**config.mk**
```make
export PLATFORM = sky130hd
export DESIGN_NAME = pcalu_front
export DESIGN_NICKNAME = d
export VERILOG_FILES = /design/src/sv/pcalu_pkg.sv /design/src/sv/pcalu_front.sv
export SDC_FILE = /design/constraint.sdc
export NUM_CORES = 1
export LEC_CHECK = 0
export BUFFER_PORTS_ARGS = -buffer_cell sky130_fd_sc_hd__buf_2
export CAP_MARGIN = 40
export CORE_AREA = 5 5 208 210
export CTS_CLUSTER_SIZE = 8
export DETAILED_ROUTE_END_ITERATION = 7
export DIE_AREA = 0 0 213 215
export HOLD_SLACK_MARGIN = 0.02
export PLACE_DENSITY = 0.81
export RECOVER_POWER = 25
export SLEW_MARGIN = 10
export SYNTH_ARGS = -nofsm -noshare
export SYNTH_HDL_FRONTEND = slang
export SYNTH_SLANG_ARGS = --single-unit
```
**constraint.sdc**
```tcl
create_clock -name clk_i -period 12.1 [get_ports clk_i]
set_clock_uncertainty 0.15 [all_clocks]
set_input_delay 2.42 -clock clk_i [delete_from_list [all_inputs] [get_ports clk_i]]
set_output_delay 2.42 -clock clk_i [all_outputs]
set_load 0.1 [all_outputs]
```
**src/sv/pcalu_pkg.sv**
```systemverilog
// Shared types, constants and helper functions for the polar complex ALU.
package pcalu_pkg;

  localparam int unsigned CORDIC_STEPS_DEF = 16;
  localparam int unsigned FRAC_BITS_DEF    = 16;
  localparam int unsigned GUARD            = 8;
  localparam int unsigned XW               = 48;   // CORDIC x/y width, guard bits included
  localparam int unsigned ZW               = 34;   // CORDIC angle accumulator width
  localparam int unsigned QDEPTH           = 4;
  localparam int unsigned IN_TDATA_W       = 160;
  localparam int unsigned IN_TUSER_W       = 3;
  localparam int unsigned OUT_TDATA_W      = 112;
  localparam int unsigned OUT_TUSER_W      = 1;

  localparam logic [31:0] KGAIN = 32'd2608131496;  // 1/CORDIC gain, Q32

  localparam logic signed [ZW-1:0] QTR_TURN  = ZW'(64'sd1073741824);
  localparam logic signed [ZW-1:0] HALF_TURN = ZW'(64'sd2147483648);
  localparam logic signed [XW-1:0] RND_G     = XW'(64'd1 << (GUARD - 1));
  localparam logic signed [XW-1:0] S32_MAX   = XW'(64'sd2147483647);
  localparam logic signed [XW-1:0] S32_MIN   = -(XW'(64'sd2147483648));

  localparam logic [31:0] ATAN_TURN [32] = '{
    32'd536870912, 32'd316933406, 32'd167458907, 32'd85004756, 32'd42667331,
    32'd21354465, 32'd10679838, 32'd5340245, 32'd2670163, 32'd1335087,
    32'd667544, 32'd333772, 32'd166886, 32'd83443, 32'd41722, 32'd20861,
    32'd10430, 32'd5215, 32'd2608, 32'd1304, 32'd652, 32'd326, 32'd163,
    32'd81, 32'd41, 32'd20, 32'd10, 32'd5, 32'd3, 32'd1, 32'd1, 32'd0
  };

  typedef enum logic [2:0] {
    KIND_ADD    = 3'd0,
    KIND_SUB    = 3'd1,
    KIND_MUL    = 3'd2,
    KIND_DIV    = 3'd3,
    KIND_NEG    = 3'd4,
    KIND_ADDRE  = 3'd5,
    KIND_RECT   = 3'd6,
    KIND_RENORM = 3'd7
  } kind_e;

  typedef struct packed {
    kind_e       kind;
    logic [31:0] a_mag;
    logic [15:0] a_ang;
    logic [31:0] b_mag;
    logic [15:0] b_ang;
    logic [31:0] in_re;
    logic [31:0] in_im;
  } item_t;

  // direct: mul/div/negate skip the CORDIC combine path
  typedef struct packed {
    logic direct;
    logic is_div;
  } cls_t;

  typedef struct packed {
    item_t item;
    cls_t  cls;
  } qent_t;

  typedef struct packed {
    logic signed [XW-1:0] x;
    logic signed [XW-1:0] y;
    logic signed [ZW-1:0] z;
  } vec_t;

  // magnitude/angle to rotator start point: gain-compensated x, folded to +-quarter turn
  function automatic vec_t prerot(input logic [31:0] mag, input logic [15:0] ang);
    logic [63:0]          p;
    vec_t                 v;
    logic signed [ZW-1:0] z;
    p   = 64'(mag) * 64'(KGAIN);
    v.x = signed'(XW'(p[63:24]));
    v.y = '0;
    z   = ZW'($signed({ang, 16'h0000}));
    if (z > QTR_TURN) begin
      v.x = -v.x;
      z   = z - HALF_TURN;
    end else if (z < -QTR_TURN) begin
      v.x = -v.x;
      z   = z + HALF_TURN;
    end
    v.z = z;
    return v;
  endfunction

  function automatic logic [31:0] sat_s32(input logic signed [XW-1:0] g);
    logic signed [XW-1:0] r;
    logic [31:0]          s;
    r = (g + RND_G) >>> GUARD;
    if (r > S32_MAX) begin
      s = 32'h7FFF_FFFF;
    end else if (r < S32_MIN) begin
      s = 32'h8000_0000;
    end else begin
      s = r[31:0];
    end
    return s;
  endfunction

endpackage

```
**src/sv/pcalu_front.sv**
```systemverilog
// Front end: accepts requests, classifies them and queues them for the back end.
module pcalu_front import pcalu_pkg::*; (
  input  logic                  clk_i,
  input  logic                  rst_ni,
  input  logic                  s_axis_tvalid_i,
  output logic                  s_axis_tready_o,
  input  logic [IN_TDATA_W-1:0] s_axis_tdata_i,
  input  logic [IN_TUSER_W-1:0] s_axis_tuser_i,
  output qent_t                 head_o,
  output logic                  head_vld_o,
  input  logic                  pop_i
);

  localparam int unsigned QAW = $clog2(QDEPTH);

  qent_t          mem_q [QDEPTH];
  qent_t          ent;
  logic [QAW-1:0] wr_ptr_q, wr_ptr_d, rd_ptr_q, rd_ptr_d;
  logic [QAW:0]   cnt_q, cnt_d;
  logic           push;

  always_comb begin
    ent.item.kind  = kind_e'(s_axis_tuser_i);
    ent.item.a_mag = s_axis_tdata_i[31:0];
    ent.item.a_ang = s_axis_tdata_i[47:32];
    ent.item.b_mag = s_axis_tdata_i[79:48];
    ent.item.b_ang = s_axis_tdata_i[95:80];
    ent.item.in_re = s_axis_tdata_i[127:96];
    ent.item.in_im = s_axis_tdata_i[159:128];
    ent.cls.direct = (ent.item.kind == KIND_MUL) || (ent.item.kind == KIND_DIV) ||
                     (ent.item.kind == KIND_NEG);
    ent.cls.is_div = (ent.item.kind == KIND_DIV);
  end

  assign s_axis_tready_o = (cnt_q != (QAW+1)'(QDEPTH));
  assign push            = s_axis_tvalid_i && s_axis_tready_o;
  assign head_vld_o      = (cnt_q != '0);
  assign head_o          = mem_q[rd_ptr_q];

  always_comb begin
    wr_ptr_d = push  ? wr_ptr_q + 1'b1 : wr_ptr_q;
    rd_ptr_d = pop_i ? rd_ptr_q + 1'b1 : rd_ptr_q;
    cnt_d    = cnt_q + (QAW+1)'(push) - (QAW+1)'(pop_i);
  end

  always_ff @(posedge clk_i or negedge rst_ni) begin
    if (!rst_ni) begin
      wr_ptr_q <= '0;
      rd_ptr_q <= '0;
      cnt_q    <= '0;
    end else begin
      wr_ptr_q <= wr_ptr_d;
      rd_ptr_q <= rd_ptr_d;
      cnt_q    <= cnt_d;
    end
  end

  always_ff @(posedge clk_i) begin
    if (push) begin
      mem_q[wr_ptr_q] <= ent;
    end
  end

endmodule

```
* Yosys cells after proc, flatten, opt, wreduce, memory -nomap -nowiden
Memory sizes are Yosys's and may differ from the RTL's.
Index checks and enable logic that the tools add are counted.
** Word-level totals
- Bits in latches :: 0
- Logic and storage cells :: 18
- Memories kept :: 1
- Bits in read-only memories :: 0
- Memory bits (writable) :: 660
- Register bits after elaboration :: 7
- Output and inout port bits :: 167
- Input bits :: 167
** Cells by class
- Muxes and demuxes :: 2
- Magnitude comparators :: 0
- $mul :: 0
- Reduce and logical (&&, ||, !) cells :: 4
- Divide/modulo/power cells :: 0
- Add/subtract/negate cells :: 4
- Shift-type cells :: 0
- Eq/ne operators :: 4
- Bitwise logic cells :: 0
** Memories
- mem_q :: words 4, width 165, rd ports 1, clocked after Yosys merged registers in 0, wr ports 1, line pcalu_front.sv:16 : qent_t mem_q [QDEPTH];
** Operators by type and width (count)
- $eq A3 B2 Y1 const B :: 2
- $add A2 B1 Y2 const B :: 2
- $add A3 B1 Y3 :: 1
- $eq A3 B3 Y1 const B :: 1
- $ne A3 B3 Y1 const B :: 1
- $reduce_bool A3 Y1 :: 1
- $sub A3 B1 Y3 :: 1
- $logic_or A1 B1 Y1 :: 2
- $mux W1 :: 2
- $logic_and A1 B1 Y1 :: 1

* Longest topological paths before layout
- Depth in word-level cells :: 4
- Mapped depth :: 9

* Least setup slack after synthesis
OpenSTA, ideal clock, no wires.
- Path type :: in2reg
- From :: input s_axis_tvalid_i
- To :: memory mem_q[0][0] (netlist bit), enable pin
- Data arrival time :: 6.255 ns
- Setup slack :: 5.149 ns
- Buffers on the path :: 0
- Cell stages on the path :: 1
- Library setup time :: 0.546 ns
- Required time :: 11.404 ns
- Cell sequence :: and3b_1
** Between the ends
- Cells in the longest elaborated chain, start to end :: 3
** Ends and longest elaborated chain
- start: declaration :: line pcalu_front.sv:5 : input logic s_axis_tvalid_i,
- $logic_and A1 B1 Y1 :: line pcalu_front.sv:36 : assign push = s_axis_tvalid_i && s_axis_tready_o;
- $mux W1 :: line pcalu_front.sv:59 : if (push) begin
- $mux W1 (implied by the code) :: line pcalu_front.sv:60 : mem_q[wr_ptr_q] <= ent;
- end: declaration :: line pcalu_front.sv:16
Every way passes these cells.

==> summary by stage <==
Global route
The initial antenna violation count is 16. The number of global-route vias before repair is 12,330. Entering global routing, the biggest net connects 54 pins.

The first-pass GRT wire length is 74.22 mm. The global routing usage summed across all routing layers is 21.82%. The sum of overflow across all layers after global routing is 0.

Synthesis
The number of nets in the synthesized netlist is 1,079. After Yosys synthesis, XOR and XNOR cells account for 0.1442% of the synthesized area. Multiplexer cells account for 15.35% of the synthesized area.

The compound-gate portion of the synthesized area is 0.06181%. The netlist area before placement is 24,290 sq um. The post-synthesis sequential area ratio is 82.32%.

The flip-flop and latch count after synthesis is 667. The count of distinct cell types in the synthesized netlist is 22. The count of warnings emitted by yosys is 0. The fraction of the mapped netlist area in adder cells is 0.3915%. Of the total synthesized cell area, the portion taken by AND, OR, NAND and NOR gates is 0.4791%. In the synthesized netlist, the number of instances is 905. After synthesis, the mean cell area works out to 26.84 sq um. The largest family of logic cells by synthesized area is multiplexers.

Setup path
The critical path goes through buf_4, buf_16, buf_4, buf_16, mux4_2, buf_2. The largest single stage delay on the critical path is 0.95 ns. At the worst endpoint, the arrival time is 3.78 ns. The cell at the slowest stage of the critical path is sky130_fd_sc_hd__dfrtp_4. The worst setup path is captured at a primary output. The largest driver fanout on the critical path is 41. The timing startpoint of the critical path is rd_ptr_q[0]. The critical path contains buffers and inverters numbering 5 combined. The worst register-to-register path begins at cnt_q[2].

The critical path in this run is classified as flip-flop to primary output. Data on the critical path is required at its endpoint by 9.53 ns. The dominant delay contributor by cell family on the critical path is buffers and inverters. The worst setup path is launched from a flip-flop.

Floorplanning
The core footprint is 41,380 sq um. The initialized floorplan defines 75 standard-cell rows. The die outline area is 45,800 sq um. Measured along the x axis, the die boundary spans 213 microns. The die is 215 microns tall. Pin placement for this block handled 334 I/O pins. The effective utilization at floorplan is 58.69%.

Placed design
The placed wire-length estimate is 28.51 mm. The congestion estimate from routability-driven global placement came to 0.7396. At the placement stage, the worst setup path has a slack of 6.266 ns. Summing all placed instances gives a cell area of 26,790 sq um. The number of I/O port buffers is 333.

Drt
In the routed design, unresolved DRC markers number 0. The total iterations of the first detailed-routing run is 5. The number of DRC markers after the initial detailed-route iteration is 983. The remaining number of nets flagged by the antenna check after routing is 0.

The via density per instance is 5.839. The vias after detailed routing is 11,020. The routed wirelength normalized by instance count is 26.07 microns. Wires add up to 49.20 mm.

Clock network
In this run, post-CTS hold repair placed 0 buffers. The clock tree from TritonCTS is done. After clock tree synthesis, the clock-pin slew on the worst setup and hold paths is 0.05 ns. The number of sinks handled by clock tree synthesis is 667. The later-pin clock latency in the skew report is 0.59 ns. The tree is rooted in a sky130_fd_sc_hd__clkbuf_16.

The post-CTS setup repair buffer count is 0. The depth of the CTS H-tree is 3. Once the clock tree was built, the resizer swapped 0 gates to a different size.

The maximum count of clock buffers along a single path is 3. The number of clock buffers added by TritonCTS is 93.

Worst hold path
In this run the worst hold path is classified as flip-flop to flip-flop. The origin of the worst min-delay path is cnt_q[0].

Final layout
The final net count is 1,497. The total area of sequential cells is 20,000 sq um. Cells with a size suffix above 1 make up 39.42% of the layout. The post-layout instance area is 29,150 sq um. Cells fill 70.45% of the core in the end.

The synthesis-to-finish area growth is 20.03%. The multi-input combinational cells in the finished layout cover a total of 4004 sq um. After filler insertion, the fill cell instance count of the layout stands at 2,404.

STA
The final critical-path share of the clock period is 52.51%. The final setup violation count is 0. The clock period could shrink to 6.354 ns. In the final timing run, aggregate negative setup slack is 0 ns. The final max-slew violation count is 0. In this run the tightest slew margin relative to its limit is 42.30%. Setup repair after global routing left no endpoint under its margin. Derived from the worst setup path, the maximum achievable clock frequency is 0.1574 GHz. The worst setup margin is 5.746 ns. The count of endpoints failing hold in the final timing report came to 0. The slew at the pin closest to its max-slew limit is 0.8637 ns.

Flow run
The number of violations of the max-capacitance limit is 0.

Run status
The run finished with clean final reports.
stage by stage:
step | hold WS, ns | instances
after global placement | 0.3975 | 1753
after detailed placement | 0.4187 | 1767
final | 0.4201 | 1887
after global routing | 0.4605 | 1882
after floorplan | 0.3731 | 905
after CTS | 0.4262 | 1876
final timing paths:
check	slack [ns]	to	cells past startpoint
max	5.75	head_o[61]	6
min	0.42	cnt_q[0]	1
max reg2reg	9.24	mem_q[2][48]	4
min reg2reg	0.42	cnt_q[0]	1
max in group asynchronous	9.88	rd_ptr_q[1]	1
min in group asynchronous	1.59	cnt_q[0]	1
cell type report:
class / instances / share of cell area [%]
Antenna cell: 11 / 0.09442
Clock buffer: 103 / 8.257
Clock inverter: 6 / 0.2017
Inverter: 6 / 0.07725
Multi-Input combinational cell: 195 / 13.73
Sequential cell: 667 / 68.61
Tap cell: 539 / 2.313
Timing Repair Buffer: 360 / 6.716
layer usage:
metal,global-route usage (%),routed length [microns],vias to the layer above
met4,8.065,1347,12
met5,0,79,-
met3,7.088,4566,100
met2,36.00,25480,457
li1,-,-,4756
met1,27.44,17730,5694
layout by cell type (no fill, tap or decap), types with 3 or more instances in the layout:
master	Yosys	layout
sky130_fd_sc_hd__clkbuf_1	1	113
sky130_fd_sc_hd__ha_1	6	6
sky130_fd_sc_hd__mux4_2	165	165
sky130_fd_sc_hd__xnor2_1	3	3
sky130_fd_sc_hd__clkbuf_16	0	95
sky130_fd_sc_hd__buf_4	1	13
sky130_fd_sc_hd__nand2b_1	4	4
sky130_fd_sc_hd__inv_1	6	6
sky130_fd_sc_hd__dfrtp_1	7	5
sky130_fd_sc_hd__diode_2	0	11
sky130_fd_sc_hd__edfxtp_1	660	660
sky130_fd_sc_hd__buf_12	0	8
sky130_fd_sc_hd__buf_2	17	228
sky130_fd_sc_hd__buf_16	0	6
sky130_fd_sc_hd__and3b_4	0	4
Yosys cell counts:
cell type                     n  area (sq um)
sky130_fd_sc_hd__buf_4        1         7.510
sky130_fd_sc_hd__mux4_2     165          3716
sky130_fd_sc_hd__nand2b_1     4         25.02
sky130_fd_sc_hd__xor2_1       1         8.760
sky130_fd_sc_hd__inv_1        6         22.52
sky130_fd_sc_hd__xnor2_1      3         26.28
sky130_fd_sc_hd__ha_1         6         75.07
sky130_fd_sc_hd__dfrtp_1      7         175.2
sky130_fd_sc_hd__buf_6       16         180.2
sky130_fd_sc_hd__nand4bb_1    2         22.52
sky130_fd_sc_hd__or3_1        1         6.260
sky130_fd_sc_hd__buf_1        2         7.510
sky130_fd_sc_hd__edfxtp_1   660         19820
sky130_fd_sc_hd__fa_1         1         20.02
sky130_fd_sc_hd__mux2_2       1         11.26
sky130_fd_sc_hd__nand2_1      2         7.510
sky130_fd_sc_hd__nor3b_1      1         7.510
sky130_fd_sc_hd__clkbuf_1     1         3.750
sky130_fd_sc_hd__o211ai_1     2         15.01
sky130_fd_sc_hd__nor2_1       1         3.750
sky130_fd_sc_hd__buf_2       17         85.08
sky130_fd_sc_hd__and3b_1      5         43.79
sequential cells by signal, indices dropped and copies added, names as in the netlist:
register	cells
rd_ptr_q	2
mem_q	660
cnt_q	3
wr_ptr_q	2
logic make-up after synthesis:
group | Yosys count
flops | 667
mux | 166
buf+inv | 43
simple gates | 16
fa+ha+maj | 7
xor+xnor | 4
compound gates | 2
Power is not shown: default switching activity piles up to over one toggle a cycle in this logic, so the estimate is an artifact.
